`src/sv/scn_pkg.sv`:
```
package scn_pkg;

  // frame modes, chosen at the first slot of a frame
  localparam logic [1:0] MODE_NUM = 2'd0;  // 0..9999
  localparam logic [1:0] MODE_NEG = 2'd1;  // -999..-1
  localparam logic [1:0] MODE_OVF = 2'd2;  // above 9999
  localparam logic [1:0] MODE_UNF = 2'd3;  // below -999

  localparam logic signed [31:0] VALUE_MAX = 32'sd9999;
  localparam logic signed [31:0] VALUE_MIN = -32'sd999;

  localparam logic [7:0] REPEATS_RESET = 8'd16;

  localparam logic [6:0] SEG_E     = 7'h79;
  localparam logic [6:0] SEG_R     = 7'h50;
  localparam logic [6:0] SEG_MINUS = 7'h40;

  typedef enum logic [1:0] {
    SYM_DIGIT,
    SYM_MINUS,
    SYM_E,
    SYM_R
  } sym_e;

  // one slot as classified by the front end
  typedef struct packed {
    sym_e        sym;
    logic [1:0]  rank;
    logic        frame_end;
    logic [13:0] mag;
  } scn_token_t;

  function automatic logic [6:0] seg_of_digit(input logic [3:0] d);
    logic [6:0] s;
    case (d)
      4'd0:    s = 7'h3F;
      4'd1:    s = 7'h06;
      4'd2:    s = 7'h5B;
      4'd3:    s = 7'h4F;
      4'd4:    s = 7'h66;
      4'd5:    s = 7'h6D;
      4'd6:    s = 7'h7D;
      4'd7:    s = 7'h07;
      4'd8:    s = 7'h7F;
      4'd9:    s = 7'h6F;
      default: s = 7'h00;
    endcase
    return s;
  endfunction

endpackage

```
`src/sv/scn_if.sv`:
```
interface scn_in_if;
  logic               valid;
  logic               ready;
  logic signed [31:0] value;

  modport source (output valid, value, input ready);
  modport sink   (input valid, value, output ready);
endinterface

interface scn_out_if;
  logic       valid;
  logic       ready;
  logic [3:0] digit_enable;
  logic [6:0] segments;
  logic       frame_end;

  modport source (output valid, digit_enable, segments, frame_end, input ready);
  modport sink   (input valid, digit_enable, segments, frame_end, output ready);
endinterface

```
`src/sv/scn_front.sv`:
```
module scn_front import scn_pkg::*; (
  input  logic         clk_i,
  input  logic         rst_ni,
  input  logic [7:0]   frame_repeats_i,
  scn_in_if.sink       in_i,
  input  logic         full_i,
  output logic         push_o,
  output scn_token_t   token_o
);

  logic        active_q, active_d;
  logic [1:0]  mode_q, mode_d;
  logic [13:0] mag_q, mag_d;
  logic [1:0]  slot_q, slot_d;
  logic [7:0]  round_q, round_d;
  logic [1:0]  rnd3_q, rnd3_d;

  logic [1:0]  cur_mode, cur_slot, cur_r3;
  logic [7:0]  cur_round, rep;
  logic [13:0] cur_mag, new_mag;
  logic [1:0]  new_mode;
  logic [31:0] neg_value;
  logic        last_slot, last_round;

  assign in_i.ready = !full_i;
  assign push_o     = in_i.valid && !full_i;

  // classify a new value
  always_comb begin
    neg_value = 32'd0 - in_i.value;
    if (in_i.value > VALUE_MAX) begin
      new_mode = MODE_OVF;
      new_mag  = 14'd0;
    end else if (in_i.value < VALUE_MIN) begin
      new_mode = MODE_UNF;
      new_mag  = 14'd0;
    end else if (in_i.value[31]) begin
      new_mode = MODE_NEG;
      new_mag  = neg_value[13:0];
    end else begin
      new_mode = MODE_NUM;
      new_mag  = in_i.value[13:0];
    end
  end

  assign cur_mode  = active_q ? mode_q  : new_mode;
  assign cur_mag   = active_q ? mag_q   : new_mag;
  assign cur_slot  = active_q ? slot_q  : 2'd0;
  assign cur_round = active_q ? round_q : 8'd0;
  assign cur_r3    = active_q ? rnd3_q  : 2'd0;

  // rounds have mode+1 slots
  assign rep        = (cur_mode == MODE_UNF || frame_repeats_i == 8'd0) ? 8'd1
                                                                      : frame_repeats_i;
  assign last_slot  = cur_slot == cur_mode;
  assign last_round = ({1'b0, cur_round} + 9'd1) >= {1'b0, rep};

  always_comb begin
    token_o.mag       = cur_mag;
    token_o.frame_end = last_slot && last_round;
    token_o.sym       = SYM_DIGIT;
    token_o.rank      = 2'd0;
    unique case (cur_mode)
      MODE_NUM: begin
        token_o.rank = cur_round[1:0];
      end
      MODE_NEG: begin
        if (cur_slot == 2'd0) begin
          token_o.sym  = SYM_MINUS;
          token_o.rank = 2'd3;
        end else begin
          token_o.rank = cur_r3;
        end
      end
      MODE_OVF: begin
        token_o.rank = 2'd2 - cur_slot;
        token_o.sym  = (cur_slot == 2'd0) ? SYM_E : SYM_R;
      end
      default: begin
        token_o.rank = 2'd3 - cur_slot;
        case (cur_slot)
          2'd0:    token_o.sym = SYM_MINUS;
          2'd1:    token_o.sym = SYM_E;
          default: token_o.sym = SYM_R;
        endcase
      end
    endcase
  end

  always_comb begin
    active_d = active_q;
    mode_d   = mode_q;
    mag_d    = mag_q;
    slot_d   = slot_q;
    round_d  = round_q;
    rnd3_d   = rnd3_q;
    if (push_o) begin
      active_d = 1'b1;
      mode_d   = cur_mode;
      mag_d    = cur_mag;
      round_d  = cur_round;
      rnd3_d   = cur_r3;
      if (last_slot) begin
        slot_d = 2'd0;
        if (last_round) begin
          active_d = 1'b0;
          round_d  = 8'd0;
          rnd3_d   = 2'd0;
        end else begin
          round_d = cur_round + 8'd1;
          rnd3_d  = (cur_r3 == 2'd2) ? 2'd0 : cur_r3 + 2'd1;
        end
      end else begin
        slot_d = cur_slot + 2'd1;
      end
    end
  end

  always_ff @(posedge clk_i or negedge rst_ni) begin
    if (!rst_ni) begin
      active_q <= 1'b0;
      mode_q   <= MODE_NUM;
      slot_q   <= 2'd0;
      round_q  <= 8'd0;
      rnd3_q   <= 2'd0;
    end else begin
      active_q <= active_d;
      mode_q   <= mode_d;
      slot_q   <= slot_d;
      round_q  <= round_d;
      rnd3_q   <= rnd3_d;
    end
  end

  always_ff @(posedge clk_i) begin
    mag_q <= mag_d;
  end

endmodule

```
`src/sv/scn_fifo.sv`:
```
module scn_fifo import scn_pkg::*; #(
  parameter int Depth = 2
) (
  input  logic       clk_i,
  input  logic       rst_ni,
  input  logic       push_i,
  input  scn_token_t data_i,
  output logic       full_o,
  input  logic       pop_i,
  output logic       valid_o,
  output scn_token_t data_o
);

  localparam int PtrW = $clog2(Depth);
  localparam int CntW = $clog2(Depth + 1);

  scn_token_t        mem_q [Depth];
  logic [PtrW-1:0]   wr_ptr_q, rd_ptr_q;
  logic [CntW-1:0]   count_q;

  assign full_o  = count_q == CntW'(Depth);
  assign valid_o = count_q != '0;
  assign data_o  = mem_q[rd_ptr_q];

  always_ff @(posedge clk_i) begin
    if (push_i) begin
      mem_q[wr_ptr_q] <= data_i;
    end
  end

  always_ff @(posedge clk_i or negedge rst_ni) begin
    if (!rst_ni) begin
      wr_ptr_q <= '0;
      rd_ptr_q <= '0;
      count_q  <= '0;
    end else begin
      if (push_i) begin
        wr_ptr_q <= (wr_ptr_q == PtrW'(Depth - 1)) ? '0 : wr_ptr_q + PtrW'(1);
      end
      if (pop_i) begin
        rd_ptr_q <= (rd_ptr_q == PtrW'(Depth - 1)) ? '0 : rd_ptr_q + PtrW'(1);
      end
      if (push_i && !pop_i) begin
        count_q <= count_q + CntW'(1);
      end else if (pop_i && !push_i) begin
        count_q <= count_q - CntW'(1);
      end
    end
  end

`ifndef NO_ASSERTIONS
  a_count_bound: assert property (@(posedge clk_i) disable iff (!rst_ni)
    count_q <= CntW'(Depth))
    else $error("queue count above depth");
  a_count_up: assert property (@(posedge clk_i) disable iff (!rst_ni)
    (push_i && !pop_i) |=> count_q == $past(count_q) + CntW'(1))
    else $error("queue count lost a push");
  a_pop_nonempty: assert property (@(posedge clk_i) disable iff (!rst_ni)
    pop_i |-> valid_o)
    else $error("pop from empty queue");
`endif

endmodule

```
`src/sv/scn_back.sv`:
```
module scn_back import scn_pkg::*; (
  input  logic       clk_i,
  input  logic       rst_ni,
  input  logic       valid_i,
  input  scn_token_t token_i,
  output logic       pop_o,
  scn_out_if.source  out_o
);

  // three stages: /10 per stage, last stage also encodes
  logic       v1_q, v2_q, v3_q;
  logic       en1, en2, en3;
  scn_token_t t1_q, t2_q;
  logic [9:0] q1_q;
  logic [6:0] q2_q;
  logic [3:0] d0_q, d1_q, d0_2_q;

  logic [26:0] p1, p2, p3;
  logic [9:0]  q1;
  logic [6:0]  q2;
  logic [3:0]  q3;
  logic [13:0] r0;
  logic [9:0]  r1;
  logic [6:0]  r2;
  logic [3:0]  digit;
  logic [6:0]  seg;

  assign en3   = !v3_q || out_o.ready;
  assign en2   = !v2_q || en3;
  assign en1   = !v1_q || en2;
  assign pop_o = valid_i && en1;

  // x/10 as (x * 6554) >> 16, exact for x below 10000
  assign p1 = {13'd0, token_i.mag} * 27'd6554;
  assign q1 = p1[25:16];
  assign r0 = token_i.mag - ({4'd0, q1} * 14'd10);

  assign p2 = {17'd0, q1_q} * 27'd6554;
  assign q2 = p2[22:16];
  assign r1 = q1_q - ({3'd0, q2} * 10'd10);

  assign p3 = {20'd0, q2_q} * 27'd6554;
  assign q3 = p3[19:16];
  assign r2 = q2_q - ({3'd0, q3} * 7'd10);

  always_comb begin
    case (t2_q.rank)
      2'd0:    digit = d0_2_q;
      2'd1:    digit = d1_q;
      2'd2:    digit = r2[3:0];
      default: digit = q3;
    endcase
    case (t2_q.sym)
      SYM_DIGIT: seg = seg_of_digit(digit);
      SYM_MINUS: seg = SEG_MINUS;
      SYM_E:     seg = SEG_E;
      default:   seg = SEG_R;
    endcase
  end

  always_ff @(posedge clk_i or negedge rst_ni) begin
    if (!rst_ni) begin
      v1_q <= 1'b0;
      v2_q <= 1'b0;
      v3_q <= 1'b0;
    end else begin
      if (en1) v1_q <= valid_i;
      if (en2) v2_q <= v1_q;
      if (en3) v3_q <= v2_q;
    end
  end

  always_ff @(posedge clk_i) begin
    if (en1) begin
      t1_q <= token_i;
      q1_q <= q1;
      d0_q <= r0[3:0];
    end
    if (en2) begin
      t2_q   <= t1_q;
      q2_q   <= q2;
      d0_2_q <= d0_q;
      d1_q   <= r1[3:0];
    end
    if (en3) begin
      out_o.digit_enable <= 4'd1 << t2_q.rank;
      out_o.segments     <= seg;
      out_o.frame_end    <= t2_q.frame_end;
    end
  end

  assign out_o.valid = v3_q;

endmodule

```
`src/sv/seven_segment_number_scanner.sv`:
```
// Multiplexed four-digit seven-segment scanner. Every input beat is one
// display time slot and yields exactly one output beat: a one-hot digit
// enable (rank 3 leftmost), its segment pattern (bit 0 = a .. bit 6 = g)
// and a frame_end flag on the last slot of a frame. The value is sampled
// only on the first slot of a frame; 0..9999 scans ranks 0..3 with leading
// zeros, -999..-1 alternates a minus on rank 3 with magnitude ranks 0..2,
// above 9999 shows "Err", below -999 shows "-Err" once. frame_repeats sets
// the rounds per frame (0 acts as 1) and is read live. Sustained rate is one
// slot per clock as long as the sink does not stall. Each beat passes
// through the queue, then two decimal split stages in the back end, and
// lands in the segment encoder's output register, from which it is handed
// over once the sink is ready. No clearing pass is needed after reset.
module seven_segment_number_scanner import scn_pkg::*; #(
  parameter int QueueDepth = 2
) (
  input  logic       clk_i,
  input  logic       rst_ni,
  input  logic       cfg_we_i,
  input  logic [7:0] cfg_data_i,
  scn_in_if.sink     in_i,
  scn_out_if.source  out_o
);

  logic [7:0] frame_repeats_q;

  logic       push, pop, full, q_valid;
  scn_token_t push_token, pop_token;

  // frame_repeats register
  always_ff @(posedge clk_i or negedge rst_ni) begin
    if (!rst_ni) begin
      frame_repeats_q <= REPEATS_RESET;
    end else if (cfg_we_i) begin
      frame_repeats_q <= cfg_data_i;
    end
  end

  // front end: frame/round/slot tracking, picks rank and symbol
  scn_front u_front (
    .clk_i           (clk_i),
    .rst_ni          (rst_ni),
    .frame_repeats_i (frame_repeats_q),
    .in_i            (in_i),
    .full_i          (full),
    .push_o          (push),
    .token_o         (push_token)
  );

  // short queue decouples the two sides
  scn_fifo #(
    .Depth (QueueDepth)
  ) u_fifo (
    .clk_i   (clk_i),
    .rst_ni  (rst_ni),
    .push_i  (push),
    .data_i  (push_token),
    .full_o  (full),
    .pop_i   (pop),
    .valid_o (q_valid),
    .data_o  (pop_token)
  );

  // back end: decimal split, segment encode, output register
  scn_back u_back (
    .clk_i   (clk_i),
    .rst_ni  (rst_ni),
    .valid_i (q_valid),
    .token_i (pop_token),
    .pop_o   (pop),
    .out_o   (out_o)
  );

`ifndef NO_ASSERTIONS
  a_onehot_digit: assert property (@(posedge clk_i) disable iff (!rst_ni)
    out_o.valid |-> $onehot(out_o.digit_enable))
    else $error("digit enable not one-hot");
  a_lit_segments: assert property (@(posedge clk_i) disable iff (!rst_ni)
    out_o.valid |-> out_o.segments != 7'd0)
    else $error("blank slot");
  a_cfg_write: assert property (@(posedge clk_i) disable iff (!rst_ni)
    cfg_we_i |=> frame_repeats_q == $past(cfg_data_i))
    else $error("frame_repeats write lost");
`endif

endmodule

```
`src/flat_wrapper.sv`:
```
// flat-port wrapper written by rule: the top's interface ports become plain ports
module seven_segment_number_scanner_flat import scn_pkg::*;
#(
  parameter int QueueDepth = 2
)
  (clk_i, rst_ni, cfg_we_i, cfg_data_i, in_i_valid, in_i_value, in_i_ready, out_o_valid, out_o_digit_enable, out_o_segments, out_o_frame_end, out_o_ready);
  scn_in_if in_i_i ();
  scn_out_if out_o_i ();
  input  logic clk_i;
  input  logic rst_ni;
  input  logic cfg_we_i;
  input  logic [7:0] cfg_data_i;
  input wire logic [$bits(in_i_i.valid)-1:0] in_i_valid;
  input wire logic [$bits(in_i_i.value)-1:0] in_i_value;
  output wire logic [$bits(in_i_i.ready)-1:0] in_i_ready;
  output wire logic [$bits(out_o_i.valid)-1:0] out_o_valid;
  output wire logic [$bits(out_o_i.digit_enable)-1:0] out_o_digit_enable;
  output wire logic [$bits(out_o_i.segments)-1:0] out_o_segments;
  output wire logic [$bits(out_o_i.frame_end)-1:0] out_o_frame_end;
  input wire logic [$bits(out_o_i.ready)-1:0] out_o_ready;
  assign in_i_i.valid = in_i_valid;
  assign in_i_i.value = in_i_value;
  assign in_i_ready = in_i_i.ready;
  assign out_o_valid = out_o_i.valid;
  assign out_o_digit_enable = out_o_i.digit_enable;
  assign out_o_segments = out_o_i.segments;
  assign out_o_frame_end = out_o_i.frame_end;
  assign out_o_i.ready = out_o_ready;
  seven_segment_number_scanner #(.QueueDepth(QueueDepth)) u_core (.clk_i(clk_i), .rst_ni(rst_ni), .cfg_we_i(cfg_we_i), .cfg_data_i(cfg_data_i), .in_i(in_i_i), .out_o(out_o_i));
endmodule
```
`config.mk`:
```
export PLATFORM = sky130hd
export DESIGN_NAME = seven_segment_number_scanner_flat
export DESIGN_NICKNAME = d
export VERILOG_FILES = /design/src/sv/scn_pkg.sv /design/src/sv/scn_if.sv /design/src/sv/scn_front.sv /design/src/sv/scn_fifo.sv /design/src/sv/scn_back.sv /design/src/sv/seven_segment_number_scanner.sv /design/src/flat_wrapper.sv
export SDC_FILE = /design/constraint.sdc
export NUM_CORES = 1
export LEC_CHECK = 0
export BUFFER_PORTS_ARGS = -buffer_cell sky130_fd_sc_hd__buf_2
export CAP_MARGIN = 0
export CORE_MARGIN = 5
export CORE_UTILIZATION = 57
export CTS_CLUSTER_DIAMETER = 80
export DETAILED_ROUTE_END_ITERATION = 8
export GPL_ROUTABILITY_DRIVEN = 0
export MAX_ROUTING_LAYER = met4
export PLACE_DENSITY = 0.89
export SETUP_SLACK_MARGIN = 0.15
export SLEW_MARGIN = 20
export SYNTH_ARGS = -nofsm -noshare
export SYNTH_HDL_FRONTEND = slang
export SYNTH_SLANG_ARGS = --single-unit
export TNS_END_PERCENT = 100
```
`constraint.sdc`:
```
create_clock -name clk_i -period 6.45 [get_ports clk_i]
set_input_delay 0.9675 -clock clk_i [delete_from_list [all_inputs] [get_ports clk_i]]
set_output_delay 0.9675 -clock clk_i [all_outputs]
set_load 0.02 [all_outputs]
```
==> flow_summary.toml <==
[outcome]
status = "completed"

[global_route]
grt_pass1_vias = 9028
grt_max_degree = 41
grt_pass1_wl_um = 43880
globalRouteOverflowTotal = 0
antenna_found_initial = 0
track_usage_pct = 23.52

[timing]
max_freq_mhz = 161.9
worst_slew_pin_slew_ns = 1.061
fin_worst_skew_ns = 0.01319
finalMaxSlewViolations = 0
tns_ns = 0
min_period_ns = 6.177
rsz0062_at_grt = "true"
setup_viol_count_final = 0
hold_viol = 0
fin_crit_sh_pct = 95.77
relSlewSlack_pct = 29.07

[final_layout]
final_layout_size_suffix_gt1_share_pct = 13.31
diodes = 0
fin_nets = 1490
fin_area_um2 = 13200
syn_to_final_growth_pct = 10.95

[setup_path]
crit_fanout = 7
crit_cells = 20
path_cells = "buf_4 -> mux2_2 -> ha_1 -> inv_1 -> fa_1 -> inv_1 -> fa_1 -> fa_1 -> fa_1 -> ha_1 -> o311ai_0 -> nand3_2 -> a21oi_4 -> nor2b_1 -> nor2_2 -> xnor2_2 -> inv_1 -> fa_1 -> xor3_1 -> xnor2_1"
critical_path.top_delay_family = "adder cells"
cp_slowest_stage_delay_ns = 0.53
crit-reg2reg-launch = "u_core.u_fifo.rd_ptr_q"
cpMostUsedCell = "fa_1"
path_class = "reg2reg"
cp_slowest_cell = "fa_1"
crit_buf_inv = 4
startpoint = "u_core.u_fifo.rd_ptr_q"
ff2ff_path_depth = 20
crit_arrival_ns = 6.35
setup.worst_path.start_class = "flip-flop"
endpoint_kind = "flip-flop"
crit_required_ns = 6.62

[clocking]
cts.clk_slew.worst_paths_ns = 0.06
cts_sinks = 133
cts-root-buf = "clkbuf_16"
clock_path_buffers = 2
clkLatencyLatePin_ns = 0.42
cts_tree = "done"
htree_levels = 4
numCtsBuffers = 17

[hold_path]
hold_start = "u_core.u_back.d0_q[1]"
hp-class = "reg2reg"
worstHoldPathCells = 0

[routing]
dr.max_layer_used = "met4"
drt-initial-drc-count = 559
ant_nets = 0
via_count = 8433
wl_per_cell_um = 18.52
met1Wirelength_um = 10200
dr.pass1.iters = 5
routed-wl-met2_um = 13940
dr_wl_met3_um = 1402
drc = 0
via_per_inst = 5.910
drt-total-wl_um = 26430

[synthesis]
synth_edf_count = 103
synth_seq_area_share_pct = 32.32
synth_fp_nets = 1416
synth_async_sr_flop_share_pct = 22.56
yosysWarnings = 0
syn_area_per_cell_um2 = 11.12
ys.flop_type = "edfxtp_1"
synth.distinct_cells = 74
syn_area_um2 = 11900
synth_seq_cells = 133
synthCells = 1070

[die]
initial_core_util_pct = 58.42
core_region_area_um2 = 20360
io_pins = 59
num_rows = 52
dieHeight_um = 154.5
die_w_um = 154.5
dieArea_um2 = 23860

[placed_design]
dp_hpwl_um = 19410
portBuffers = 58
placed_cell_area_um2 = 12530

[flow_run]
drv_cap = 0
## layout by cell type (no fill, tap or decap), types with 10 or more instances in the layout
cell       instances
buf_2             58
nand3_1           12
buf_4             12
a21oi_1           24
nand4_1           13
nor2_1            36
mux2_2            23
fa_1              87
nor2b_1           10
xor2_1            18
edfxtp_1         103
o21ai_0           43
ha_1             214
clkbuf_16         17
nand2b_1          10
nor3_1            14
xnor2_1           33
nand2_1           66
inv_1            180
dfrtp_1           28
## area by class of cell
| type | instances | area [um^2] |
|---|---|---|
| Clock buffer | 18 | 429.2 |
| Clock inverter | 14 | 165.2 |
| Fill cell | 1369 | 7166 |
| Inverter | 183 | 688.2 |
| Multi-Input combinational cell | 739 | 7352 |
| Sequential cell | 133 | 3846 |
| Tap cell | 270 | 337.8 |
| Timing Repair Buffer | 70 | 380.4 |
## registers in the layout, indices dropped and copies added, names as in the netlist, 5 cells and up
name,count
u_core.u_back.q2_q,7
u_core.u_back.out_o.segments,7
u_core.u_front.mag_q,14
u_core.u_back.t1_q,5
u_core.u_back.q1_q,10
u_core.u_fifo.mem_q,38
u_core.u_front.round_q,8
u_core.u_back.t2_q,5
u_core.frame_repeats_q,8
## synth_stat cells (all sizes together), types with 19 or more instances
cell type    n  share of area [%]
ha         214                 23
inv        181                5.7
edfxtp     103                 26
fa          87                 15
nand2       66                2.1
o21ai       52                2.2
nor2        37                1.2
xnor2       35                2.6
dfrtp       29                6.1
a21oi       26                1.1
mux2        24                2.3
xor2        19                1.5
## routing by layer
| metal | vias up | track usage [%] |
|---|---|---|
| met5 | - | - |
| met4 | 0 | 8.999 |
| met3 | 84 | 4.135 |
| met2 | 324 | 41.10 |
| met1 | 4149 | 27.08 |
| li1 | 3876 | - |
## path summary, 6_finish.rpt
kind / endpoint / slack [ns]
worst min-delay path: u_core.u_back.d0_2_q[1] / 0.41
min in group asynchronous: u_core.frame_repeats_q[0] / 0.59
worst max register to register: u_core.u_back.d0_q[3] / 0.27
worst max-delay path: u_core.u_back.d0_q[3] / 0.27
max in group asynchronous: u_core.u_fifo.rd_ptr_q / 5.37
worst min register to register: u_core.u_back.d0_2_q[1] / 0.41
## metrics by stage
step | instances | hold slack [ns] | worst slack (ns) | util [%]
6_report | 1427 | 0.4076 | 0.2728 | 64.81
5_1_grt | 1427 | 0.4240 | 0.04846 | 64.81
4_1_cts | 1427 | 0.4137 | 0.2115 | 64.60
3_5_place_dp | 1392 | 0.4072 | 0.06361 | 61.54
3_3_place_gp | 1392 | 0.4007 | 0.2843 | 61.54
2_1_floorplan | 1070 | 0.4003 | 0.2092 | -
## kinds of logic (layout without fill, tap and decap cells)
family	count (synthesis)	in the layout	share of synthesized area [%]
and+or+nand+nor	195	195	7.993
buffers and inverters	198	285	6.279
muxes	34	34	3.218
adders and majority gates	301	301	37.15
AOI/OAI and AO/OA	154	154	8.803
xor gates and xnor gates	55	55	4.239
DFF	133	133	32.32
## worst register-to-register path, cell delays in order, from the launching register on
cell and delay, ns:
dfrtp_2 0.45, buf_4 0.16, mux2_2 0.42, ha_1 0.35, inv_1 0.07, fa_1 0.53, inv_1 0.05, fa_1 0.50
fa_1 0.53, fa_1 0.50, ha_1 0.34, o311ai_0 0.12, nand3_2 0.23, a21oi_4 0.23, nor2b_1 0.10, nor2_2 0.18
xnor2_2 0.16, inv_1 0.09, fa_1 0.39, xor3_1 0.40, xnor2_1 0.14
## timing repair
item                       4_1_cts  5_1_grt
pin swaps                        0        2
setup endpoints to repair        1        2
hold buffers                     0        0
resized for setup                2       10
setup buffers                    3        0
gates cloned                     0        0
Power is not shown: default switching activity piles up to over one toggle a cycle in this logic, so the estimate is an artifact.
